### config.mk
export PLATFORM = sky130hd
export DESIGN_NAME = modular_exponentiation
export DESIGN_NICKNAME = d
export VERILOG_FILES = /design/src/design/modexp_pkg.sv /design/src/design/modular_exponentiation.sv
export SDC_FILE = /design/constraint.sdc
export NUM_CORES = 1
export LEC_CHECK = 0
export ABC_AREA = 0
export BUFFER_PORTS_ARGS = -buffer_cell sky130_fd_sc_hd__buf_2
export CORE_MARGIN = 2
export CORE_UTILIZATION = 42
export CTS_CLUSTER_SIZE = 40
export DETAILED_ROUTE_END_ITERATION = 8
export GPL_ROUTABILITY_DRIVEN = 0
export PLACE_DENSITY_LB_ADDON = 0.3
export REMOVE_ABC_BUFFERS = 1
export SKIP_CTS_REPAIR_TIMING = 1
export SLEW_MARGIN = 10
export SYNTH_ARGS = -nofsm -noshare
export SYNTH_HDL_FRONTEND = slang
export SYNTH_SLANG_ARGS = --single-unit
### constraint.sdc
create_clock -name clk -period 8.1 [get_ports clk]
set_clock_uncertainty 0.05 [all_clocks]
set_input_delay 1.62 -clock clk [delete_from_list [all_inputs] [get_ports clk]]
set_output_delay 1.62 -clock clk [all_outputs]
set_load 0.01 [all_outputs]
### src/design/modexp_pkg.sv
`default_nettype none

package modexp_pkg;

	// fixed widths of the port words
	localparam int BASE_W = 64;
	localparam int EXP_W  = 64;
	localparam int MOD_W  = 32;
	localparam int RES_W  = 32;

	// default sizes of the stored operands
	localparam int DEF_EXP_BITS = 64;
	localparam int DEF_MOD_BITS = 32;

	// sequencer states
	typedef enum logic [2:0] {
		ST_IDLE,
		ST_RED,
		ST_NEXT,
		ST_MUL,
		ST_SQR,
		ST_OUT
	} state_t;

endpackage

`default_nettype wire

### src/design/modular_exponentiation.sv
`default_nettype none

// Modular exponentiation, right-to-left binary square-and-multiply. Raise start
// while busy is low to hand in a word (base_value, exponent, modulus); busy then
// stays high until the result has been shown. The result appears on power_result
// for exactly one cycle, marked by done, and must be taken in that cycle: the
// receiver cannot stall the block. Only the low EXP_BITS bits of exponent and the
// low MOD_BITS bits of modulus are used; a zero modulus gives 0, a zero exponent
// gives 1. All arithmetic runs on one shared shift-add-reduce unit that handles a
// single operand bit per cycle. After accept the base is reduced modulo the
// modulus one base bit at a time; then each scanned exponent bit costs a decision
// step and a modular square, and each set bit a modular multiply before the
// square. The scan stops after the highest set bit, so a zero exponent goes
// straight from the base reduction to the result. A zero modulus skips all of
// this and goes from accept straight to the result.
module modular_exponentiation
	import modexp_pkg::*;
#(
	parameter int EXP_BITS = DEF_EXP_BITS,
	parameter int MOD_BITS = DEF_MOD_BITS
) (
	input  wire logic              clk,
	input  wire logic              arst_n,
	input  wire logic              start,
	output logic                   busy,
	input  wire logic [BASE_W-1:0] base_value,
	input  wire logic [EXP_W-1:0]  exponent,
	input  wire logic [MOD_W-1:0]  modulus,
	output logic                   done,
	output logic [RES_W-1:0]       power_result
);

	localparam int CNT_W = (BASE_W > MOD_BITS) ? $clog2(BASE_W) : $clog2(MOD_BITS);
	localparam int SUM_W = MOD_BITS + 2;

	state_t state_q, state_nxt;

	logic [CNT_W-1:0]    cnt_q;
	logic [BASE_W-1:0]   base_q;
	logic [EXP_BITS-1:0] exp_q;
	logic [MOD_BITS-1:0] mod_q;
	logic [MOD_BITS-1:0] acc_q;
	logic [MOD_BITS-1:0] b_q;
	logic [MOD_BITS-1:0] mpy_q;
	logic [MOD_BITS-1:0] r_q;

	logic                mod_zero;
	logic [MOD_BITS-1:0] addend;
	logic [SUM_W-1:0]    sum;
	logic [SUM_W-1:0]    mod_ext;
	logic [SUM_W-1:0]    sub1;
	logic [SUM_W-1:0]    sub2;
	logic [MOD_BITS-1:0] step_r;
	logic                cnt_last;

	assign mod_zero = (modulus[MOD_BITS-1:0] == '0);
	assign cnt_last = (cnt_q == '0);

	// shared unit: r = (2r + addend) mod m, with r below m and addend at most m
	always_comb begin
		if (state_q == ST_RED) begin
			addend = MOD_BITS'(base_q[BASE_W-1]);
		end else begin
			addend = mpy_q[MOD_BITS-1] ? b_q : '0;
		end
		mod_ext = SUM_W'(mod_q);
		sum     = SUM_W'({r_q, 1'b0}) + SUM_W'(addend);
		sub1    = (sum >= mod_ext) ? (sum - mod_ext) : sum;
		sub2    = (sub1 >= mod_ext) ? (sub1 - mod_ext) : sub1;
		step_r  = sub2[MOD_BITS-1:0];
	end

	// next state
	always_comb begin
		state_nxt = state_q;
		unique case (state_q)
			ST_IDLE: begin
				if (start) begin
					state_nxt = mod_zero ? ST_OUT : ST_RED;
				end
			end
			ST_RED: begin
				if (cnt_last) begin
					state_nxt = ST_NEXT;
				end
			end
			ST_NEXT: begin
				if (exp_q == '0) begin
					state_nxt = ST_OUT;
				end else if (exp_q[0]) begin
					state_nxt = ST_MUL;
				end else begin
					state_nxt = ST_SQR;
				end
			end
			ST_MUL: begin
				if (cnt_last) begin
					state_nxt = ST_SQR;
				end
			end
			ST_SQR: begin
				if (cnt_last) begin
					state_nxt = ST_NEXT;
				end
			end
			ST_OUT: begin
				state_nxt = ST_IDLE;
			end
			default: begin
				state_nxt = ST_IDLE;
			end
		endcase
	end

	// handshake outputs
	always_comb begin
		busy = (state_q != ST_IDLE);
		done = (state_q == ST_OUT);
	end

	assign power_result = RES_W'(acc_q);

	// state and step counter
	always_ff @(posedge clk or negedge arst_n) begin
		if (!arst_n) begin
			state_q <= ST_IDLE;
			cnt_q   <= '0;
		end else begin
			state_q <= state_nxt;
			unique case (state_q)
				ST_IDLE: cnt_q <= CNT_W'(BASE_W - 1);
				ST_NEXT: cnt_q <= CNT_W'(MOD_BITS - 1);
				ST_RED, ST_SQR: cnt_q <= cnt_q - 1'b1;
				ST_MUL: cnt_q <= cnt_last ? CNT_W'(MOD_BITS - 1) : cnt_q - 1'b1;
				default: cnt_q <= cnt_q;
			endcase
		end
	end

	// operand registers
	always_ff @(posedge clk) begin
		unique case (state_q)
			ST_IDLE: begin
				if (start) begin
					base_q <= base_value;
					exp_q  <= exponent[EXP_BITS-1:0];
					mod_q  <= modulus[MOD_BITS-1:0];
					acc_q  <= mod_zero ? '0 : MOD_BITS'(1);
					r_q    <= '0;
				end
			end
			// base reduction, one base bit per cycle from the top
			ST_RED: begin
				r_q    <= step_r;
				base_q <= base_q << 1;
				if (cnt_last) begin
					b_q <= step_r;
				end
			end
			// pick multiply or square for the current exponent bit
			ST_NEXT: begin
				r_q   <= '0;
				mpy_q <= exp_q[0] ? acc_q : b_q;
			end
			// acc = acc * b mod m
			ST_MUL: begin
				r_q   <= step_r;
				mpy_q <= mpy_q << 1;
				if (cnt_last) begin
					acc_q <= step_r;
					r_q   <= '0;
					mpy_q <= b_q;
				end
			end
			// b = b * b mod m, then drop the exponent bit
			ST_SQR: begin
				r_q   <= step_r;
				mpy_q <= mpy_q << 1;
				if (cnt_last) begin
					b_q   <= step_r;
					exp_q <= exp_q >> 1;
				end
			end
			default: begin
			end
		endcase
	end

endmodule

`default_nettype wire

==> metrics.txt, run 1 <==
GRT overflow=0; crit path kind=flop to flop; leak pwr=around 10 nW; Critical path buffers and inverters=9; worst r2r dst=r_q[13]; CP Max Fanout=12; top cells by area, synth=edfxtp_1 (47%), nand2_1 (9.2%), ha_1 (6.6%), a21oi_1 (3.2%), nor2_1 (2.7%); Slew headroom=a little over a quarter; Mapped Area=~0.018 mm^2; crit end category=flop; first-pass GRT wire length=77.2 mm; crit path DAT=8.13 ns; Fmax=0.127 GHz; Worst Reg-to-Reg Cells=35; CTS H-tree lvls=2; WHS=0.457 ns; CP max stage cell=or3b_4; Root Driver=clkbuf_16; synth unique cells=77; most frequent cells in the layout=nand2_1 (445), edfxtp_1 (288), buf_4 (210); pin count of the biggest net entering global routing=67; fillers=4029; die area=0.0453 mm^2; worst hold endpoint=base_q[22]; average wire per standard cell=17.2 um; initial core utilization=a little over two fifths; register area share after synthesis=48.5%; clock slew seen by the registers of the worst setup and hold paths=0.06 ns; Max VDD drop=153 uV; DRT Wirelength=49.4 mm; Total GRT Usage=between 20% and 30%; die extent in y=213 um; Synth Instances=1899; hpwl dp=approximately 37 mm; layout cells sized above 1=24.6%; most common cell after layout, fill and taps aside=nand2_1; hold path depth=2; vias in the first global route=15212; Hold Startpoint=base_q[21]; family with the most delay on the worst path=compound AO/OA/AOI/OAI gates; Syn. warnings=0; Detailed Routing Iterations Pass 1=8; IO buf count=196; clock period minus final worst setup slack=7.88 ns; CP peak stage delay=0.47 ns; prevailing post-synth register cell=edfxtp_1; most frequent CP cell=buf_4; FP Rows=76; CTS tree=built; cell taking the most area after synthesis=edfxtp_1; number of vias per cell=5.34; Iteration-0 DRC Markers=1056; total number of vias=15402; Layout Area Growth over Synthesis=24.5%; cts bufs inserted=34; actual slew at the worst max-slew pin=about 1.1 ns; CTS Sinks=297; crit share post-route=97.2%; r2r startpoint=state_q[1]; Antenna Violating Nets Remaining=0; # setup viols final=0; initial antenna violation count=1; Critical Path RT=between 8 and 9 ns; PwrDens=143 mW/mm^2; clk buf depth=3; Die Width=213 um; Avg Cell Area, Syn=slightly below 10 um^2; Startpoint Class=flop; worst-skew pair later-pin latency=0.56 ns; post-synth top area share=47.3%; R2R setup slack=0.22 ns; Pwr Total=0.00326 W; DR DRC count=0; status=completed; max cap viols=0; worst min-delay path class=flop to flop; Final #Nets=2533; Final Hold Viols=0; Synth Register Bits=297; core area=~0.043 mm^2; fin. max-slew vios=0; Post-synth EDFFs=around 290; I/O pin count=around 200; asr flop ratio synth=approximately 3%
==> power breakdown <==
| part | switching, W | total [W] | internal, W |
|---|---|---|---|
| logic | 0.0000249 | 0.0000592 | 0.0000343 |
| clock network | 0.000650 | 0.00153 | 0.000883 |
| registers | 0 | 0.00167 | 0.00167 |
==> worst register-to-register path, delay by kind of cell, from the launching register on <==
family | cells | cell delay (ns)
buffers and inverters | 9 | 1.44
and+or+nand+nor | 8 | 1.47
xor gates and xnor gates | 1 | 0.21
DFF | 1 | 0.44
muxes | 2 | 0.67
AOI/OAI and AO/OA | 12 | 2.39
adders and majority gates | 3 | 0.98
==> worst max path at each step <==
stage / startpoint / end / slack, ns / cells after the start
2_1_floorplan: state_q[0] / power_result[13] / -2.45 / 23
3_3_place_gp: state_q[2] / power_result[2] / 0.03 / 35
3_5_place_dp: state_q[2] / power_result[2] / -0.15 / 35
4_1_cts: state_q[2] / power_result[2] / -0.21 / 35
5_1_grt: state_q[1] / r_q[13] / -0.06 / 36
6_report: state_q[1] / r_q[13] / 0.22 / 35
==> cell families (layout without fill, tap and decap cells) <==
family          after synthesis  after routing  synth area share [%]
buf+inv                     205            600                  4.44
fa+ha+maj                   100            100                  6.96
other cells                   0              1                     0
xor+xnor                     81             81                  3.88
simple gates                797            799                  19.3
compound gates              360            360                  13.1
flops                       297            297                  48.5
mux                          59             59                  3.89
==> registers in the layout (all words and copies together), names as in the netlist <==
signal	cells
base_q	64
exp_q	64
b_q	32
mod_q	32
mpy_q	32
power_result	32
r_q	32
cnt_q	6
state_q	3
==> per-layer routing <==
layer	vias to the layer above	part of all wire [%]	global-route usage (%)
met2	412	50	38.1
met5	-	0	0
met4	0	2.8	7.72
met3	85	4.7	3.60
met1	7355	42	26.5
li1	7550	-	-
==> synthesized netlist by cell type, types with 26 or more instances <==
cell type and instances:
nand2_1 447, edfxtp_1 288, nor2_1 134, inv_1 128, a21oi_1 117, ha_1 97, clkbuf_1 62, o21ai_0 60
xnor2_1 55, and3_1 44, a21o_1 31, a222oi_1 31, nand3_1 31, mux2i_1 28, nor4_1 28, xor2_1 26
==> area by class of cell <==
cell class	instances	area [um^2]	area share [%]
Tap cell	585	732	3.21
Sequential cell	297	8870	39.0
Antenna cell	1	2.50	0.0110
Clock inverter	21	220	0.967
Multi-Input combinational cell	1399	8950	39.3
Timing Repair Buffer	410	2640	11.6
Inverter	128	480	2.11
Clock buffer	41	877	3.85
==> through the flow <==
step / instance area [um^2] / util [%] / instances / TNS (ns) / worst slack, ns
after global placement: 21300 / 49.5 / 2810 / 0 / 0.0253
after detailed placement: 21300 / 49.5 / 2810 / -4.60 / -0.150
final: 22800 / 52.9 / 2882 / 0 / 0.223
after floorplan: 18000 / - / 1822 / -220.30 / -2.45
after global routing: 22800 / 52.9 / 2882 / -0.406 / -0.0577
after CTS: 22400 / 52.1 / 2872 / -9.41 / -0.211
No activity file was read; power rests on OpenSTA's default activity.
==> run 2, diff against run 1 <==
CORE_UTILIZATION = 30   (was 42)
==> metrics.txt, run 2 (synthesis results as in run 1) <==
Antenna Violating Nets Remaining=0 (unchanged); layout cells sized above 1=28.8% (was 24.6%); PwrDens=137 mW/mm^2 (was 143 mW/mm^2); CTS Sinks=297 (unchanged); clock network power share=47.5% (was 47.0%); Iteration-0 DRC Markers=1063 (was 1056); Layout Area Growth over Synthesis=31.0% (was 24.5%); most common cell after layout, fill and taps aside=nand2_1 (unchanged); Regs by FF count=base_q x64, exp_q x64 (unchanged); clock period minus final worst setup slack=7.99 ns (was 7.88 ns); Detailed Routing Iterations Pass 1=8 (unchanged); first-pass GRT wire length=83.5 mm (was 77.2 mm); Final Hold Viols=0 (unchanged); P_sw=0.000702 W (was 0.000675 W); total number of vias=15699 (was 15402); Total GRT Usage=16.7% (was 21.6%); pin count of the biggest net entering global routing=66 (was 67); crit share post-route=98.6% (was 97.2%); initial antenna violation count=0 (was 1); crit path kind=flop to flop (unchanged); Root Driver=clkbuf_16 (unchanged); Slew headroom=27.3% (about the same); CP peak stage delay=0.48 ns (was 0.47 ns); # setup viols final=0 (unchanged); fin. max-slew vios=0 (unchanged); I/O pin count=197 (unchanged); vias in the first global route=15843 (was 15212); design internal power=0.00259 W (was 0.00258 W); Startpoint Class=flop (unchanged); fillers=6022 (was 4029); initial core utilization=30.3% (was 42.5%); setup tns final=0 ns (unchanged); Die Width=251 um (was 213 um); Final #Nets=2599 (was 2533); die area=0.0630 mm^2 (was 0.0453 mm^2); Logic pwr share=1.8% (about the same); clk buf depth=3 (unchanged); CTS H-tree lvls=2 (unchanged); sequential share of power=50.7% (was 51.1%); status=completed (unchanged); max cap viols=0 (unchanged); crit end category=flop (unchanged); actual slew at the worst max-slew pin=1.09 ns (about the same); WHS=0.454 ns (was 0.457 ns); die extent in y=251 um (was 213 um); FP Rows=90 (was 76); GRT overflow=0 (unchanged); CTS tree=built (unchanged); sw frac=21.4% (was 20.7%); Ant. Diodes=0 (was 1); Max VDD drop=124 uV (was 153 uV); DR DRC count=0 (unchanged); worst-skew pair later-pin latency=0.56 ns (about the same); clock slew seen by the registers of the worst setup and hold paths=0.06 ns (about the same); DRT Wirelength=54.9 mm (was 49.4 mm); CP max stage cell=or3b_4 (unchanged); most frequent cells in the layout=nand2_1 (441), edfxtp_1 (288), buf_4 (267) (was nand2_1 (445), edfxtp_1 (288), buf_4 (210)); Fmax=0.125 GHz (was 0.127 GHz); crit path DAT=8.24 ns (was 8.13 ns); most frequent CP cell=buf_4 (unchanged); worst min-delay path class=flop to flop (unchanged); CP Max Fanout=11 (was 12); cts bufs inserted=37 (was 34); core area=0.0604 mm^2 (was 0.0431 mm^2); leak pwr=10.5 nW (was 10.1 nW); number of vias per cell=4.99 (was 5.34); Critical Path RT=8.35 ns (was 8.36 ns); IO buf count=196 (unchanged); hpwl dp=40.6 mm (was 36.8 mm); average wire per standard cell=17.4 um (was 17.2 um)
run 2: cell types whose count changed in the layout (fill, tap and decap cells not counted), sizes merged, moves of 2 or more:
| cell | change |
|---|---|
| clkbuf | +8 |
| buf | +61 |
| bufinv | -2 |
| clkinvlp | +2 |
run 2: worst paths after layout:
kind	from	to	slack [ns]	cells past startpoint
worst max register to register	state_q[1]	r_q[13]	0.11	36
max in group asynchronous	arst_n	state_q[1]	6.94	1
worst max-delay path	state_q[1]	r_q[13]	0.11	36
worst min register to register	base_q[17]	base_q[18]	0.45	2
worst min-delay path	base_q[17]	base_q[18]	0.45	2
min in group asynchronous	arst_n	cnt_q[4]	0.86	1
run 2: metrics by stage:
step | worst slack, ns | instances | utilization (%) | area, um^2 | total power, W
floorplan | -2.45 | 1822 | - | 18000 | 0.00171
global placement | -0.101 | 3052 | 36.3 | 21900 | 0.00176
detailed placement | -0.314 | 3052 | 36.3 | 21900 | 0.00176
CTS | -0.361 | 3120 | 38.2 | 23100 | 0.00334
global route | -0.126 | 3147 | 39.7 | 24000 | 0.00340
finish | 0.114 | 3147 | 39.7 | 24000 | 0.00329
run 2: power groups by stage:
stage | Clock [W] | Sequential [W] | Combinational (W)
6_report | 0.00156 | 0.00167 | 0.0000598
5_1_grt | 0.00166 | 0.00167 | 0.0000677
4_1_cts | 0.00161 | 0.00167 | 0.0000611
3_5_place_dp | 0 | 0.00170 | 0.0000606
3_3_place_gp | 0 | 0.00170 | 0.0000597
2_1_floorplan | 0 | 0.00170 | 0.0000133
run 2: area by class of cell:
type,instances,area [um^2],area share [%]
clock buffers,46,960,4.00
clock inverters,22,164,0.684
inverters,128,480,2.00
multi-input cells,1398,9310,38.8
flip-flops and latches,297,8870,37.0
well taps,782,978,4.08
repair buffers,474,3210,13.4
run 2: critical path, delay by kind of cell, from the launching register on:
kind / cells / cell delay [ns]
AOI/OAI and AO/OA: 13 / 2.38
buffers and inverters: 10 / 1.61
and+or+nand+nor: 7 / 1.34
muxes: 2 / 0.68
adders and majority gates: 3 / 0.93
DFF: 1 / 0.39
xor gates and xnor gates: 1 / 0.35
run 2: metal layers:
layer	global-route usage [%]	share of wire, %	wire, um
met3	2.73	4.1	2270
met1	19.9	42	22900
met4	7.18	3.8	2080
met2	29.6	50	27600
met5	0	0	0
